`config.mk`:
```
export PLATFORM = sky130hd
export DESIGN_NAME = distance_route_table_unit_flat
export DESIGN_NICKNAME = d
export VERILOG_FILES = /design/src/rtl/drt_pkg.sv /design/src/rtl/drt_stream_if.sv /design/src/rtl/drt_scan_unit.sv /design/src/rtl/distance_route_table_unit.sv /design/src/flat_wrapper.sv
export SDC_FILE = /design/constraint.sdc
export NUM_CORES = 2
export LEC_CHECK = 0
export ABC_AREA = 1
export BUFFER_PORTS_ARGS = -buffer_cell sky130_fd_sc_hd__buf_4
export CAP_MARGIN = 0
export CORE_MARGIN = 3
export CORE_UTILIZATION = 40
export CTS_BUF_LIST = sky130_fd_sc_hd__clkbuf_8
export DETAILED_ROUTE_END_ITERATION = 16
export GPL_TIMING_DRIVEN = 0
export SLEW_MARGIN = 30
export SYNTH_ARGS = -nofsm -noshare
export SYNTH_HDL_FRONTEND = slang
export SYNTH_SLANG_ARGS = --single-unit
```
`constraint.sdc`:
```
create_clock -name clk_i -period 24.6 [get_ports clk_i]
set_input_delay 2.46 -clock clk_i [delete_from_list [all_inputs] [get_ports clk_i]]
set_output_delay 2.46 -clock clk_i [all_outputs]
set_load 0.02 [all_outputs]
```
`src/rtl/drt_pkg.sv`:
```
// Types and constants of the distance route table.
// No dependencies; used by the interface, the scan unit and the top level.
package drt_pkg;

  localparam int unsigned DRT_ENTRIES = 16;
  localparam int unsigned ADDR_W      = 48;
  localparam int unsigned DIST_W      = 16;
  localparam int unsigned TIME_W      = 32;
  localparam int unsigned WEIGHT_W    = 8;
  localparam int unsigned CFG_IDX_W   = 1;
  localparam int unsigned CFG_DATA_W  = 32;

  localparam logic [DIST_W-1:0] DIST_MAX              = '1;
  localparam logic [TIME_W-1:0] ROUTE_TIMEOUT_DEFAULT = 32'd1000000;

  // Action codes
  localparam logic ACT_ADD    = 1'b0;
  localparam logic ACT_LOOKUP = 1'b1;

  // Configuration register indexes
  localparam logic [CFG_IDX_W-1:0] CFG_NODE_WEIGHT   = 1'b0;
  localparam logic [CFG_IDX_W-1:0] CFG_ROUTE_TIMEOUT = 1'b1;

  typedef struct packed {
    logic              action;
    logic [ADDR_W-1:0] address;
    logic [DIST_W-1:0] offered_distance;
    logic [TIME_W-1:0] time_now;
  } req_t;

  typedef struct packed {
    logic              found;
    logic [DIST_W-1:0] distance;
  } rsp_t;

  typedef struct packed {
    logic [ADDR_W-1:0] address;
    logic [DIST_W-1:0] distance;
    logic [TIME_W-1:0] stamp;
  } entry_t;

  // Scan summary handed from the scan unit to the sequencer
  typedef struct packed {
    logic              hit;
    logic              free_found;
    logic [DIST_W-1:0] hit_dist;
    logic [TIME_W-1:0] hit_stamp;
  } scan_t;

endpackage

```
`src/rtl/drt_stream_if.sv`:
```
// Valid/ready stream channel carrying one item of type T.
// Depends on drt_pkg for the default payload type.
interface drt_stream_if #(
  parameter type T = drt_pkg::req_t
);
  logic valid;
  logic ready;
  T     data;

  modport source (output valid, output data, input ready);
  modport sink   (input valid, input data, output ready);
endinterface

```
`src/rtl/drt_scan_unit.sv`:
```
// Compare unit of the route table: one entry per step, tracks match, free and oldest.
// Depends on drt_pkg.
module drt_scan_unit #(
  parameter int unsigned IdxW = 4
) (
  input  logic                      clk_i,
  input  logic                      rst_ni,
  input  logic                      clear_i,
  input  logic                      step_i,
  input  logic [IdxW-1:0]           idx_i,
  input  logic                      ent_vld_i,
  input  drt_pkg::entry_t           ent_i,
  input  logic [drt_pkg::ADDR_W-1:0] key_i,
  output drt_pkg::scan_t            res_o,
  output logic [IdxW-1:0]           hit_idx_o,
  output logic [IdxW-1:0]           free_idx_o,
  output logic [IdxW-1:0]           old_idx_o
);
  import drt_pkg::*;

  scan_t             res_q;
  logic              old_set_q;
  logic [TIME_W-1:0] old_stamp_q;
  logic [IdxW-1:0]   hit_idx_q;
  logic [IdxW-1:0]   free_idx_q;
  logic [IdxW-1:0]   old_idx_q;

  always_ff @(posedge clk_i or negedge rst_ni) begin
    if (!rst_ni) begin
      res_q       <= '0;
      old_set_q   <= 1'b0;
      old_stamp_q <= '0;
      hit_idx_q   <= '0;
      free_idx_q  <= '0;
      old_idx_q   <= '0;
    end else if (clear_i) begin
      res_q.hit        <= 1'b0;
      res_q.free_found <= 1'b0;
      old_set_q        <= 1'b0;
    end else if (step_i) begin
      if (ent_vld_i) begin
        if (!res_q.hit && (ent_i.address == key_i)) begin
          res_q.hit       <= 1'b1;
          res_q.hit_dist  <= ent_i.distance;
          res_q.hit_stamp <= ent_i.stamp;
          hit_idx_q       <= idx_i;
        end
        // strict compare keeps the lowest index on ties
        if (!old_set_q || (ent_i.stamp < old_stamp_q)) begin
          old_set_q   <= 1'b1;
          old_stamp_q <= ent_i.stamp;
          old_idx_q   <= idx_i;
        end
      end else if (!res_q.free_found) begin
        res_q.free_found <= 1'b1;
        free_idx_q       <= idx_i;
      end
    end
  end

  assign res_o      = res_q;
  assign hit_idx_o  = hit_idx_q;
  assign free_idx_o = free_idx_q;
  assign old_idx_o  = old_idx_q;

endmodule

```
`src/rtl/distance_route_table_unit.sv`:
```
// Distance route table: Entries routes of {48-bit address, 16-bit distance, 32-bit
// timestamp} in a memory with one write and one read port, and a valid bit per entry in
// flip-flops that reset clears, so no clearing pass is needed. Each item walks the whole
// table through one shared compare unit, one entry per cycle: a read per entry from the
// memory port, then a drain of the read register, then the decision and write-back.
// req_i is ready only while the sequencer is idle, which it re-enters in the same cycle
// as the result is raised, so a new item is accepted only once the last has retired.
// rsp_o is a result register, so the next item may start while a result is still
// waiting; a waiting result stalls only the final write-back of the following item.
// An add refreshes a hit entry (offered + node weight, saturating at 65535, and
// time_now) when the offer is shorter or the entry is older than route_timeout; a miss
// takes the lowest free entry, else the oldest one. Write configuration only while no
// item is in flight.
// Depends on drt_pkg, drt_stream_if and drt_scan_unit.
module distance_route_table_unit #(
  parameter int unsigned Entries = drt_pkg::DRT_ENTRIES
) (
  input  logic                          clk_i,
  input  logic                          rst_ni,
  input  logic                          cfg_we_i,
  input  logic [drt_pkg::CFG_IDX_W-1:0]  cfg_idx_i,
  input  logic [drt_pkg::CFG_DATA_W-1:0] cfg_wdata_i,
  drt_stream_if.sink                    req_i,
  drt_stream_if.source                  rsp_o
);
  import drt_pkg::*;

  localparam int unsigned IdxW = (Entries > 1) ? $clog2(Entries) : 1;
  localparam logic [IdxW-1:0] LastIdx = IdxW'(Entries - 1);

  typedef enum logic [1:0] {StIdle, StScan, StDrain, StDone} state_e;

  state_e              state_q;
  logic [IdxW-1:0]     rd_idx_q;
  logic                cmp_vld_q;
  logic [IdxW-1:0]     cmp_idx_q;
  logic                cmp_ent_vld_q;
  req_t                req_q;
  logic [WEIGHT_W-1:0] weight_q;
  logic [TIME_W-1:0]   timeout_q;
  logic [Entries-1:0]  valid_q;
  logic                rsp_vld_q;
  rsp_t                rsp_q;

  // Route memory: one write and one registered read per cycle
  entry_t              mem_q [Entries];
  entry_t              rd_data_q;

  scan_t               scan;
  logic [IdxW-1:0]     hit_idx;
  logic [IdxW-1:0]     free_idx;
  logic [IdxW-1:0]     old_idx;

  logic                accept;
  logic                fire;
  logic [DIST_W:0]     sum;
  logic [DIST_W-1:0]   sat_dist;
  logic [TIME_W-1:0]   age;
  logic                refresh;
  logic [IdxW-1:0]     victim;
  logic                wr_en;
  logic                claim;
  logic [IdxW-1:0]     wr_idx;
  logic [DIST_W-1:0]   res_dist;

  assign req_i.ready = (state_q == StIdle);
  assign accept      = req_i.valid && req_i.ready;

  drt_scan_unit #(
    .IdxW (IdxW)
  ) u_scan (
    .clk_i      (clk_i),
    .rst_ni     (rst_ni),
    .clear_i    (accept),
    .step_i     (cmp_vld_q),
    .idx_i      (cmp_idx_q),
    .ent_vld_i  (cmp_ent_vld_q),
    .ent_i      (rd_data_q),
    .key_i      (req_q.address),
    .res_o      (scan),
    .hit_idx_o  (hit_idx),
    .free_idx_o (free_idx),
    .old_idx_o  (old_idx)
  );

  // Decide the write-back and the result once the walk is over.
  always_comb begin
    sum      = {1'b0, req_q.offered_distance} + (DIST_W + 1)'(weight_q);
    sat_dist = sum[DIST_W] ? DIST_MAX : sum[DIST_W-1:0];
    age      = req_q.time_now - scan.hit_stamp;
    refresh  = (req_q.offered_distance < scan.hit_dist) || (age > timeout_q);
    victim   = scan.free_found ? free_idx : old_idx;
    wr_en    = 1'b0;
    claim    = 1'b0;
    wr_idx   = hit_idx;
    res_dist = DIST_MAX;
    if (req_q.action == ACT_ADD) begin
      if (scan.hit) begin
        wr_en    = refresh;
        res_dist = refresh ? sat_dist : scan.hit_dist;
      end else begin
        wr_en    = 1'b1;
        claim    = 1'b1;
        wr_idx   = victim;
        res_dist = sat_dist;
      end
    end else if (scan.hit) begin
      res_dist = scan.hit_dist;
    end
  end

  // Retire only when the result register is free or being drained.
  assign fire = (state_q == StDone) && (!rsp_vld_q || rsp_o.ready);

  always_ff @(posedge clk_i) begin
    if (fire && wr_en) begin
      mem_q[wr_idx] <= '{address: req_q.address, distance: sat_dist,
                         stamp: req_q.time_now};
    end
    rd_data_q <= mem_q[rd_idx_q];
  end

  always_ff @(posedge clk_i or negedge rst_ni) begin
    if (!rst_ni) begin
      state_q       <= StIdle;
      rd_idx_q      <= '0;
      cmp_vld_q     <= 1'b0;
      cmp_idx_q     <= '0;
      cmp_ent_vld_q <= 1'b0;
      req_q         <= '0;
      weight_q      <= '0;
      timeout_q     <= ROUTE_TIMEOUT_DEFAULT;
      valid_q       <= '0;
      rsp_vld_q     <= 1'b0;
      rsp_q         <= '0;
    end else begin
      // Configuration writes
      if (cfg_we_i) begin
        case (cfg_idx_i)
          CFG_NODE_WEIGHT:   weight_q  <= cfg_wdata_i[WEIGHT_W-1:0];
          CFG_ROUTE_TIMEOUT: timeout_q <= cfg_wdata_i[TIME_W-1:0];
          default: ;
        endcase
      end

      // Feed the compare unit through registers, in step with the registered memory read
      cmp_vld_q     <= (state_q == StScan);
      cmp_idx_q     <= rd_idx_q;
      cmp_ent_vld_q <= valid_q[rd_idx_q];

      // Raise the result on retire, drop it once taken
      if (fire) begin
        rsp_vld_q <= 1'b1;
      end else if (rsp_o.ready) begin
        rsp_vld_q <= 1'b0;
      end

      case (state_q)
        StIdle: begin
          if (accept) begin
            req_q    <= req_i.data;
            rd_idx_q <= '0;
            state_q  <= StScan;
          end
        end
        StScan: begin
          // Advance the read address; stop after the last entry
          if (rd_idx_q == LastIdx) begin
            state_q <= StDrain;
          end else begin
            rd_idx_q <= rd_idx_q + 1'b1;
          end
        end
        StDrain: begin
          state_q <= StDone;
        end
        StDone: begin
          if (fire) begin
            if (claim) begin
              valid_q[wr_idx] <= 1'b1;
            end
            rsp_q.found    <= scan.hit;
            rsp_q.distance <= res_dist;
            state_q        <= StIdle;
          end
        end
        default: state_q <= StIdle;
      endcase
    end
  end

  assign rsp_o.valid = rsp_vld_q;
  assign rsp_o.data  = rsp_q;

endmodule

```
`src/flat_wrapper.sv`:
```
// flat-port wrapper written by rule: the top's interface ports become plain ports
module distance_route_table_unit_flat import drt_pkg::*;
#(
  parameter int unsigned Entries = drt_pkg::DRT_ENTRIES
)
  (clk_i, rst_ni, cfg_we_i, cfg_idx_i, cfg_wdata_i, req_i_valid, req_i_data, req_i_ready, rsp_o_valid, rsp_o_data, rsp_o_ready);
  drt_stream_if #(.T(req_t)) req_i_i ();
  drt_stream_if #(.T(rsp_t)) rsp_o_i ();
  input  logic clk_i;
  input  logic rst_ni;
  input  logic cfg_we_i;
  input  logic [drt_pkg::CFG_IDX_W-1:0] cfg_idx_i;
  input  logic [drt_pkg::CFG_DATA_W-1:0] cfg_wdata_i;
  input wire logic [$bits(req_i_i.valid)-1:0] req_i_valid;
  input wire logic [$bits(req_i_i.data)-1:0] req_i_data;
  output wire logic [$bits(req_i_i.ready)-1:0] req_i_ready;
  output wire logic [$bits(rsp_o_i.valid)-1:0] rsp_o_valid;
  output wire logic [$bits(rsp_o_i.data)-1:0] rsp_o_data;
  input wire logic [$bits(rsp_o_i.ready)-1:0] rsp_o_ready;
  assign req_i_i.valid = req_i_valid;
  assign req_i_i.data = req_i_data;
  assign req_i_ready = req_i_i.ready;
  assign rsp_o_valid = rsp_o_i.valid;
  assign rsp_o_data = rsp_o_i.data;
  assign rsp_o_i.ready = rsp_o_ready;
  distance_route_table_unit #(.Entries(Entries)) u_core (.clk_i(clk_i), .rst_ni(rst_ni), .cfg_we_i(cfg_we_i), .cfg_idx_i(cfg_idx_i), .cfg_wdata_i(cfg_wdata_i), .req_i(req_i_i), .rsp_o(rsp_o_i));
endmodule
```
==> results by group <==
Floorplanning
  – Die ar.: 197000 um2
  – Core box area: 190000 um2
  – IO Pins: 154
  – Starting Density: 0.403
  – Chip height: 444 um
  – Row count: 160
  – DIE WIDTH: 444 um

STA
  – Final setup TNS: 0 ps
  – Final slew viol count: 0
  – Hold Fails Final Rpt: 0
  – Minimum clock period: 7060 ps
  – Period utilization: 0.287
  – Least-Margin Pin Slew: 1040 ps
  – Slew Limit Headroom: 0.306
  – Achievable frequency: 0.142 GHz
  – Worst hold slack: 425 ps
  – Worst setup margin: 17540 ps
  – Fin Clk Skew: 98.0 ps
  – RSZ-0062 raised after global routing: false
  – Final setup violation count: 0

Detailed routing
  – First DRT Iteration DRCs: 6791
  – Routed WL: 258000 um
  – Antenna-violating nets left: 0
  – Total number of vias: 54900
  – Vias/cell: 5.63
  – First drt pass iteration count: 6
  – Drt drc: 0
  – Wire per inst: 26.4 um

Yosys
  – Synth unique cells: 47
  – Yosys reg bits: 1910
  – Cell Area, Synth: 76700 um2
  – Synth Warn #: 0
  – Post-synth EDFFs: 1536
  – Top FF cell, synth: edfxtp_1
  – Syn Nets: 6629
  – Mapped Cells: 6370
  – Sequential area share after synthesis: 0.717
  – Ys async rst share: 0.146
  – Mapped Avg Cell Area: 12.0 um2

Clocking
  – Clock H-tree levels: 5
  – # Post-CTS Setup Buffers: 0
  – CTS buffer count: 321
  – Clock Tree Root: clkbuf_8
  – Hold buffer count at CTS: 0
  – Clk slew on worst S/H paths: 60 ps
  – Worst-Skew Late Latency: 1050 ps
  – Clock sink count: 1910
  – TritonCTS clock tree: yes
  – CTS resizes: 0
  – Max Root-Sink Buffers: 4

Worst setup path
  – Most used cell, CP: nand2_1
  – Worst EP arrival: 7760 ps
  – CP top delay family: simple AND/OR/NAND/NOR gates
  – Worst setup SP type: flip-flop
  – CP Max Fanout: 17
  – Crit. End Element: flip-flop
  – CP max stage cell: dfrtp_1
  – Worst path bufs/invs: 8
  – Crit path largest cell delay: 730 ps
  – Critical setup path kind: flip-flop to flip-flop
  – Worst EP required: 25300 ps

Layout
  – Post-Layout Inst Area: 90800 um2
  – Fill count: 16900
  – Final instance count without filler cells: 9751
  – Commonest cells after routing, fill and taps aside: 1536 x edfxtp_1, 1354 x nand2_1, 608 x o21ai_0, 501 x nor2_1, 375 x clkbuf_8
  – Most common cell after layout, fill and taps aside: edfxtp_1
  – Area Growth Syn to Fin: 18.4%
  – Final net count: 7238
  – Register area: 55000 um2
  – Multi-input logic area: 19300 um2
  – Share of cells above drive strength 1: 0.123

Placed design
  – Placed cell area: 84700 um2
  – Setup WS pre-CTS: 17650 ps
  – Dpl hpwl: 175000 um
  – Input/output buffers: 153
  – Final GP Congestion: 0.906
  – Placed cells: 9167

GRT
  – First-pass GRT wire length: 368000 um
  – Pin count of the biggest net entering global routing: 80
  – Congestion Overflow GR: 0
  – Initial antenna violation count: 12
  – GRT Overall Usage: 0.256
  – Vias in the first global route: 53900

Outcome
  – Outcome: completed

Hold path
  – HP Class: flip-flop to flip-flop

Flow run
  – Max Cap Violations: 0

Pwr
  – Leakage: 34.3 nW
  – Worst IR drop on VDD: 82.0 uV
  – Pwr dens: 114 nW/um2
[stage by stage]
stage / utilization / power, mW
5_1_grt: 0.477 / 10.8
6_report: 0.477 / 10.4
2_1_floorplan: - / 6.21
3_5_place_dp: 0.445 / 7.66
3_3_place_gp: 0.425 / 7.53
4_1_cts: 0.477 / 10.3
[worst paths after layout]
check                                    from              endpoint  slack [ps]  cells past startpoint
setup / recovery              u_core.req_q[0]  u_core.mem_q[15][61]       17540                     30
hold / removal             u_core.rd_idx_q[1]   u_core.cmp_idx_q[1]         430                      0
setup reg to reg              u_core.req_q[0]  u_core.mem_q[15][61]       17540                     30
hold reg to reg            u_core.rd_idx_q[1]   u_core.cmp_idx_q[1]         430                      0
max in group asynchronous              rst_ni      u_core.req_q[53]       21790                      4
min in group asynchronous              rst_ni      u_core.req_q[11]        1380                      1
[per-layer routing]
metal / vias up / part of all wire / track usage
met5: - / 0 / 0
met2: 3150 / 0.45 / 0.400
li1: 24200 / - / -
met4: 0 / 0.046 / 0.121
met3: 607 / 0.11 / 0.0692
met1: 26900 / 0.39 / 0.333
[where the power goes]
group	internal (mW)	total, mW	switching (mW)
registers	4.22	4.75	0.536
clock network	1.41	2.69	1.28
logic	0.835	2.92	2.08
[worst reg2reg max path, delay by kind of cell (launching register included)]
family	cells	cell delay, ps
DFF	1	730
and+or+nand+nor	18	3140
adders and majority gates	3	780
AOI/OAI and AO/OA	1	250
buffers and inverters	8	1840
[state kept, by name (all words and copies together) (netlist names), 2 cells and up]
name                       flops
u_core.valid_q                16
u_core.req_q                  97
u_core.u_scan.res_o           50
u_core.weight_q                8
u_core.mem_q                1536
u_core.state_q                 2
u_core.rd_data_q              96
u_core.rd_idx_q                4
u_core.u_scan.old_idx_o        4
u_core.cmp_idx_q               4
u_core.u_scan.hit_idx_o        4
u_core.rsp_o.data             17
u_core.timeout_q              32
u_core.u_scan.old_stamp_q     32
u_core.u_scan.free_idx_o       4
[area by class of cell]
type,count,area share
inverters,264,0.0109
plain buffers,362,0.0173
flip-flops and latches,1910,0.606
diodes,16,0.000441
repair buffers,286,0.0522
multi-input cells,3834,0.212
well taps,2511,0.0346
clock buffers,375,0.0568
clock inverters,193,0.00955
[synthesized netlist by cell type, types with 5 or more instances]
library cell  number  area, um2
o221ai_1          76        666
nor2_1           519       1950
nor4_1             5       31.3
dfxtp_1           96       1920
nand3_1          312       1560
a31oi_1            6       37.5
dfrtp_1          271       6780
edfxtp_1        1536      46100
a21oi_1          359       1800
a21o_1             9       67.6
ha_1             122       1530
nand2_2            8       50.1
nor3_1            13       65.1
clkbuf_1         241        905
a221oi_1         121       1060
dfstp_2            7        184
o21ai_0          608       3040
buf_4              7       52.6
buf_1              7       26.3
xor2_1            30        263
or2_2              5       31.3
buf_2            105        526
inv_1            259        972
nand2_1         1354       5080
o21bai_1          13       97.6
o22ai_1          134        838
xnor2_1           15        131
nand4_1           90        563
[kinds of logic (layout without fill, tap and decap cells)]
| family | after synthesis | after routing | share of synthesized area |
|---|---|---|---|
| flip-flops | 1910 | 1910 | 0.717 |
| buffers and inverters | 626 | 1480 | 0.0329 |
| other | 0 | 16 | 0 |
| XOR/XNOR | 45 | 45 | 0.00514 |
| AO/OA/AOI/OAI | 1351 | 1351 | 0.102 |
| adder cells (fa/ha/maj) | 124 | 124 | 0.0204 |
| AND/OR/NAND/NOR | 2314 | 2314 | 0.122 |
Power figures use the tool's default switching activity.
